--- src/rtl/interrupt_latency_monitor_unit_assert.svh ---
// Assertion macros shared by the interrupt latency monitor RTL.
// Included by file name from rtl/; no other dependencies.
`ifndef INTERRUPT_LATENCY_MONITOR_UNIT_ASSERT_SVH
`define INTERRUPT_LATENCY_MONITOR_UNIT_ASSERT_SVH
`ifndef ASSERT_OFF
// Plain property, checked outside reset.
`define ILM_ASSERT(label, clk, rst, prop, msg) \
  label: assert property (@(posedge clk) disable iff (rst) (prop)) \
    else $error(msg);
// Same-cycle implication, checked outside reset.
`define ILM_ASSERT_IMPL(label, clk, rst, cond, prop, msg) \
  label: assert property (@(posedge clk) disable iff (rst) (cond) |-> (prop)) \
    else $error(msg);
`else
`define ILM_ASSERT(label, clk, rst, prop, msg)
`define ILM_ASSERT_IMPL(label, clk, rst, cond, prop, msg)
`endif
`endif

--- src/rtl/ilm_pkg.sv ---
`timescale 1ns / 1ps
// Shared types and constants for the interrupt latency monitor.
// No dependencies; imported by every module of the block.
package ilm_pkg;

  localparam int VECTOR_COUNT_DEF    = 16;
  localparam int PROCESSOR_COUNT_DEF = 8;

  // register map
  localparam logic REG_MIN_LATENCY   = 1'b0;
  localparam logic REG_TARGET_PROC   = 1'b1;
  localparam logic [63:0] MIN_LATENCY_RESET = 64'd10000;
  localparam logic [6:0]  TARGET_ALL        = 7'h7F;  // -1: every processor

  localparam logic STAGE_DELAY   = 1'b0;
  localparam logic STAGE_RUNTIME = 1'b1;

  // constant divider: x / 1000 = ((x >> 3) * RECIP) >> 68, RECIP = ceil(2^68 / 125),
  // built from four 32x32 partial products, one per cycle
  localparam logic [31:0] RECIP_LO = 32'hE353_F7CF;
  localparam logic [31:0] RECIP_HI = 32'h20C4_9BA5;
  localparam int DIV_STEPS = 4;
  localparam int DCNT_W    = $clog2(DIV_STEPS);

  // decoupling queue, power of two deep
  localparam int QUEUE_DEPTH = 2;
  localparam int QPTR_W      = $clog2(QUEUE_DEPTH);
  localparam int QCNT_W      = $clog2(QUEUE_DEPTH + 1);

  typedef enum logic [1:0] {
    KIND_RAISE = 2'd0,
    KIND_ENTRY = 2'd1,
    KIND_EXIT  = 2'd2
  } kind_t;

  typedef struct packed {
    kind_t       kind;
    logic [7:0]  vector;
    logic [5:0]  processor;
    logic [63:0] time_ns;
  } item_t;

  typedef struct packed {
    logic  valid;
    item_t item;
  } head_t;

  typedef enum logic [2:0] {
    ST_CLEAR,
    ST_IDLE,
    ST_READ,
    ST_MODIFY,
    ST_DIVIDE,
    ST_REPORT
  } back_state_t;

endpackage

--- src/rtl/ilm_front.sv ---
`timescale 1ns / 1ps
`include "interrupt_latency_monitor_unit_assert.svh"
// Front end: takes event beats, drops those that do not apply, queues the rest.
// Depends on ilm_pkg and the assertion header.
module ilm_front #(
  parameter int VECTOR_COUNT    = ilm_pkg::VECTOR_COUNT_DEF,
  parameter int PROCESSOR_COUNT = ilm_pkg::PROCESSOR_COUNT_DEF
) (
  input  logic                clk,
  input  logic                rst,
  input  logic                push,
  output logic                full,
  input  logic [1:0]          kind,
  input  logic [7:0]          vector,
  input  logic [5:0]          processor,
  input  logic [63:0]         time_ns,
  input  logic [6:0]          target_processor,
  input  logic                clearing,
  output ilm_pkg::head_t      head,
  input  logic                head_pop
);
  import ilm_pkg::*;

  item_t             slots [QUEUE_DEPTH];
  logic [QPTR_W-1:0] wr_ptr;
  logic [QPTR_W-1:0] rd_ptr;
  logic [QCNT_W-1:0] count;
  logic              accept;
  logic              pass;
  logic              kind_ok;
  logic              range_ok;
  logic              filter_ok;
  logic              enq;
  logic              deq;

  assign full = (count == QCNT_W'(QUEUE_DEPTH)) || clearing;
  assign accept = push && !full;

  assign kind_ok = (kind == KIND_RAISE) || (kind == KIND_ENTRY) || (kind == KIND_EXIT);
  assign range_ok = ({1'b0, vector} < 9'(VECTOR_COUNT)) &&
                    ({1'b0, processor} < 7'(PROCESSOR_COUNT));
  // negative target accepts everything
  assign filter_ok = target_processor[6] || (target_processor == {1'b0, processor});
  assign pass = kind_ok && range_ok && filter_ok;

  assign enq = accept && pass;
  assign deq = head_pop && (count != '0);

  always_ff @(posedge clk) begin
    if (enq) begin
      slots[wr_ptr] <= '{kind: kind_t'(kind), vector: vector,
                         processor: processor, time_ns: time_ns};
    end
  end

  always_ff @(posedge clk) begin
    if (rst) begin
      wr_ptr <= '0;
      rd_ptr <= '0;
      count  <= '0;
    end else begin
      if (enq) wr_ptr <= wr_ptr + 1'b1;
      if (deq) rd_ptr <= rd_ptr + 1'b1;
      unique case ({enq, deq})
        2'b10:   count <= count + 1'b1;
        2'b01:   count <= count - 1'b1;
        default: count <= count;
      endcase
    end
  end

  assign head.valid = (count != '0);
  assign head.item  = slots[rd_ptr];

  `ILM_ASSERT(a_count_bound, clk, rst, count <= QCNT_W'(QUEUE_DEPTH), "queue overfilled")
  `ILM_ASSERT(a_drop_no_entry, clk, rst,
              (accept && !pass && !deq) |=> (count == $past(count)),
              "dropped beat changed queue fill")

endmodule

--- config.mk ---
export PLATFORM = sky130hd
export DESIGN_NAME = ilm_front
export DESIGN_NICKNAME = d
export VERILOG_FILES = /design/src/rtl/ilm_pkg.sv /design/src/rtl/ilm_front.sv
export VERILOG_INCLUDE_DIRS = /design/src /design/src/rtl
export SDC_FILE = /design/constraint.sdc
export NUM_CORES = 1
export LEC_CHECK = 0
export ABC_AREA = 1
export BUFFER_PORTS_ARGS = -buffer_cell sky130_fd_sc_hd__buf_2
export CAP_MARGIN = 20
export CORE_MARGIN = 4
export CORE_UTILIZATION = 52
export CTS_CLUSTER_SIZE = 14
export DETAILED_ROUTE_END_ITERATION = 8
export PLACE_DENSITY = 0.83
export SLEW_MARGIN = 10
export SYNTH_ARGS = -nofsm -noshare
export SYNTH_HDL_FRONTEND = slang
export SYNTH_SLANG_ARGS = --single-unit
--- constraint.sdc ---
create_clock -name clk -period 5.45 [get_ports clk]
set_input_delay 0.545 -clock clk [delete_from_list [all_inputs] [get_ports clk]]
set_output_delay 0.545 -clock clk [all_outputs]
set_load 0.02 [all_outputs]
==> results_dict.tcl, run 1 <==
set metrics [dict create \
    status "completed" \
    cts_tree "done" \
    timing.critical_path.required_ns 4.91 \
    cts-root-to-sink-buffers 2 \
    grt.overflow.total 0 \
    critical_path_class "reg -> out" \
    layout.nets 600 \
    worst_path_dominant_cell_family "flip-flops" \
    postLayoutCellArea_um2 8120 \
    syn-cell-area_um2 6510 \
    route.detailed.wl_per_inst_um 16.7 \
    fp-row-count 40 \
    final_max_slew_viol_count 0 \
    min_period_over_period 0.570 \
    detailedPlace.worstSlack_ns 2.61 \
    route.vias.total 3402 \
    drc_errors 0 \
    synth.lib_cells_used.distinct 18 \
    clock-skew-final_ns 0.00880 \
    share_of_synthesized_area_occupied_by_flip_flops_and_latches 0.753 \
    grt_setup_unrepaired "false" \
    timing.critical_path.slowest_stage_cell "dfxtp_4" \
    hold_class "in -> reg" \
    worst_pin_slew_ns 1.12 \
    cts-root-buf "clkbuf_16" \
    cpPeakStageDelay_ns 1.07 \
    cts_setup_buffers 0 \
    initial_core_util 0.536 \
    grt_pass1_wl_mm 17.6 \
    syn2layout_area_growth_pct 24.6 \
    timing.max_cap.violations 0 \
    power_density_nw_per_um2 323 \
    worst_skew_pair.late_latency_ns 0.40 \
    design.die.area_um2 14400 \
    boundaryPins 174 \
    timing.setup.tns_ns 0 \
    antenna_cells 0 \
    worst-endpoint-arrival_ns 2.56 \
    ant_nets 0 \
    syn-instance-count 321 \
    drt-pass1-iter-count 4 \
    drt_iter0_markers 233 \
    clk_pin_slew_worst_paths_ns 0.06 \
    worst_setup_path_start_kind "flop" \
    clock_tree.htree_level_count 4 \
    coreArea_um2 12200 \
    final_common_cell "buf_2" \
    mostFrequentLayoutCells "buf_2, edfxtp_1, mux2_4, nand2_1" \
    path_cells "buf_4 -> mux2_4 -> buf_2" \
    num_cts_buffers 17 \
    grt_max_degree 81 \
    achievable-frequency_mhz 322 \
    finalSetupViolations 0 \
    setup_ws_post_layout_ns 2.34 \
    cts_hold_buffers 0 \
    post_drt_via_cell_ratio 4.94 \
    fin_crit_ns 3.11 \
    worst_slew_margin 0.256 \
    crit_path_max_fanout 60 \
    final_estimated_routing_congestion_in_global_placement 0.848 \
    wl_mm 11.5 \
    p_leak_nw 3.21 \
    detailedPlacementHpwl_mm 7.87 \
    number_of_antenna_violations_at_the_first_check_in_global_routing 0 \
    critPathCaptureType "primary output" \
    placement.cell_area_um2 7520 \
    ys_ff_latch 165 \
    post_cts_resize_count 0 \
    mean_instance_size_in_the_synthesized_netlist_um2 20.3 \
    dieWidth_um 120 \
    ys.warnings.count 0 \
    timing.final.hold_violations 0 \
    grt_pass1_vias 3445 \
    global_router_s_overall_resource_usage 0.161 \
    floorplan.die.height_um 120 \
    number_of_sinks_handled_by_clock_tree_synthesis 165 \
    critical_path.n_buffers_inverters 2 \
    worst_case_vdd_ir_drop_v 0.000187 \
    mappedNetlistNets 414 \
    drive_gt1_frac 0.562 \
    placement.io_buffers 173 \
]
## flip-flops by register name (all words and copies together), names as in the netlist, named ones only
name	flops
slots	160
count	2
rd_ptr	1
wr_ptr	1
## worst reg2reg max path: stages (launching register included)
cell,delay (ns)
dfxtp_1,0.39
o21bai_2,0.12
nor3_4,0.22
nand3_1,0.14
clkinv_2,0.49
buf_4,0.62
## routing by layer
layer | global-route usage | vias up | part of all wire | wire [um]
li1 | - | 1589 | - | -
met1 | 0.208 | 1627 | 0.41 | 4700
met2 | 0.261 | 170 | 0.49 | 5580
met3 | 0.0514 | 16 | 0.089 | 1020
met4 | 0.0494 | 0 | 0.014 | 158
met5 | 0 | - | 0 | 0
## synthesized netlist by cell type
cell,number,area (um^2)
dfxtp_1,5,100
nor3_4,1,16.3
a21oi_1,6,30.0
nand3_1,2,10.0
inv_2,1,3.75
o21bai_2,1,11.3
o21ai_1,1,5.00
o21ai_0,3,15.0
mux2_4,80,1200
nor2_1,7,26.3
ha_1,1,12.5
nand3_2,1,10.0
nand2_2,1,6.26
inv_1,18,67.6
nand4_1,1,6.26
buf_6,9,101
nand2_1,23,86.3
edfxtp_1,160,4800
## cell families after synthesis
family,share of synthesized area
compound gates,0.00941
simple gates,0.0248
fa+ha+maj,0.00192
flops,0.753
mux,0.184
buf+inv,0.0265
## metrics by stage
step                utilization  power, mW  instances  hold slack [ns]
floorplan                     -       1.43        321            0.430
global placement          0.619       1.47        656            0.435
detailed placement        0.619       1.48        656            0.444
CTS                       0.667       2.65        688            0.312
global route              0.667       2.71        688            0.308
finish                    0.667       2.62        688            0.330
## power breakdown
part	switching, mW	internal [mW]	total (mW)
sequential	0.000478	1.39	1.39
clock	0.452	0.721	1.17
combinational	0.0314	0.0294	0.0608
## worst paths after layout
check | startpoint | end | slack (ns) | cells after the start
setup reg to reg | count[0] | slots[1][77] | 3.10 | 5
setup / recovery | flop | head[42] | 2.34 | 3
hold reg to reg | rd_ptr | flop | 0.46 | 1
hold / removal | vector[1] | slots[0][71] | 0.33 | 1
## final cells by class
class	count	area [um^2]
inverters	19	72.6
flip-flops and latches	165	4910
clock buffers	20	437
clock inverters	12	155
multi-input cells	128	1440
repair buffers	176	888
fillers	824	4050
well taps	168	210
Power figures use the tool's default switching activity.
==> run 2: changes to the inputs <==
Settings changed: CORE_UTILIZATION 52 to 47, PLACE_DENSITY 0.83 to 0.79.
Clock period 5.45 ns to 2.6 ns, I/O delays scaled along.
==> results_dict.tcl, run 2 (synthesis results as in run 1) <==
set metrics [dict create \
    hold_class "in -> reg" \
    design.die.area_um2 15800 \
    route.vias.total 3368 \
    min_period_over_period 0.844 \
    status "completed" \
    power_density_nw_per_um2 660 \
    clock-skew-final_ns 0.0137 \
    cts_tree "done" \
    final_max_slew_viol_count 0 \
    syn2layout_area_growth_pct 24.9 \
    number_of_antenna_violations_at_the_first_check_in_global_routing 0 \
    number_of_sinks_handled_by_clock_tree_synthesis 165 \
    coreArea_um2 13400 \
    global_router_s_overall_resource_usage 0.154 \
    placement.io_buffers 173 \
    dp_cells 665 \
    clock_tree.htree_level_count 4 \
    worst_slew_margin 0.688 \
    max_ffs_per_register 160 \
    floorplan.die.height_um 126 \
    cts-root-to-sink-buffers 2 \
    biggestRegsByFlops "slots (160), count (2)" \
    mostFrequentLayoutCells "buf_2, edfxtp_1, mux2_4, nand2_1" \
    timing.max_cap.violations 0 \
    post_drt_via_cell_ratio 4.83 \
    initial_core_util 0.486 \
    pwr-share-comb 0.024 \
    detailedPlacementHpwl_mm 8.04 \
    timing.setup.tns_ns 0 \
    pwr-share-clk 0.434 \
    worst_setup_path_start_kind "flop" \
    worst_case_vdd_ir_drop_v 0.000479 \
    fp-row-count 42 \
    worst_skew_pair.late_latency_ns 0.42 \
    post_cts_resize_count 0 \
    ant_nets 0 \
    p_leak_nw 3.21 \
    boundaryPins 174 \
    drive_gt1_frac 0.568 \
    worst_pin_slew_ns 0.468 \
    finalNonFillerCells 697 \
    drt_iter0_markers 223 \
    achievable-frequency_mhz 456 \
    final_estimated_routing_congestion_in_global_placement 0.695 \
    finalSetupViolations 0 \
    critPathCaptureType "primary output" \
    cell_internal_pwr_mw 4.29 \
    worst-endpoint-arrival_ns 1.93 \
    final_common_cell "buf_2" \
    share_seq_of_total_power 0.542 \
    fin_total_pwr_mw 5.37 \
    num_cts_buffers 17 \
    grt_setup_unrepaired "false" \
    antenna_cells 0 \
    cts_hold_buffers 0 \
    route.detailed.wl_per_inst_um 17.1 \
    wl_mm 11.9 \
    dieWidth_um 126 \
    grt_pass1_wl_mm 18.6 \
    grt.overflow.total 0 \
    timing.final.hold_violations 0 \
    crit_path_max_fanout 20 \
    critical_path_class "reg -> out" \
    cts-root-buf "clkbuf_16" \
    fin_crit_ns 2.19 \
    timing.critical_path.required_ns 2.34 \
    cts_setup_buffers 0 \
    grt_max_degree 81 \
    power.net_switching_mw 1.08 \
    drt-pass1-iter-count 4 \
    drc_errors 0 \
    clk_pin_slew_worst_paths_ns 0.06 \
    layout.nets 601 \
    grt_pass1_vias 3635 \
    swShare 0.201 \
    registers.top_by_ff_count "slots" \
]
-- run 2: cell count changes in the layout (fill, tap and decap cells not counted) --
cell,previous run,this run
clkinv_4,2,3
clkinvlp_4,4,5
clkinv_2,2,3
inv_6,1,3
bufinv_16,3,1
buf_4,3,1
clkbuf_1,3,0
buf_12,0,3
-- run 2: stage by stage --
step / hold slack [ns] / utilization / area (um^2) / setup slack (ns)
finish: 0.0283 / 0.607 / 8140 / 0.406
global route: 0.00515 / 0.607 / 8140 / 0.324
CTS: 0.0129 / 0.607 / 8140 / 0.371
detailed placement: 0.444 / 0.566 / 7580 / 0.687
global placement: 0.444 / 0.566 / 7580 / 0.704
floorplan: 0.359 / - / 6530 / 0.129
-- run 2: final cells by class --
cell class              count  area (um^2)
multi-input cells         128         1440
fillers                  1005         5260
clock buffers              17          425
well taps                 176          220
inverters                  19         75.1
flip-flops and latches    165         4910
clock inverters            15          131
repair buffers            177          933
-- run 2: power groups by stage --
stage | clock network (mW) | logic (mW) | registers, mW
floorplan | 0 | 0.0275 | 2.97
global placement | 0 | 0.117 | 2.97
detailed placement | 0 | 0.128 | 2.97
CTS | 2.39 | 0.129 | 2.91
global route | 2.51 | 0.143 | 2.91
finish | 2.33 | 0.127 | 2.91
-- run 2: metal layers --
layer | wire length, um | share of wire | up-vias | track usage
li1 | - | - | 1591 | -
met1 | 4770 | 0.40 | 1642 | 0.179
met2 | 6110 | 0.51 | 124 | 0.265
met3 | 880 | 0.074 | 11 | 0.0517
met4 | 126 | 0.011 | 0 | 0.0619
met5 | 0 | 0 | - | 0
-- run 2: worst max-delay path: stages, from the launching register on --
cell and delay (ns):
dfxtp_4 0.57, buf_4 0.42, mux2_4 0.35, buf_2 0.16
-- run 2: final timing paths --
check              startpoint      endpoint  slack [ns]  cells past startpoint
setup / recovery         flop      head[35]        0.41                      3
hold / removal    time_ns[61]  slots[1][61]        0.03                      1
setup reg to reg     count[1]  slots[1][35]        0.80                      6
hold reg to reg        rd_ptr          flop        0.47                      1
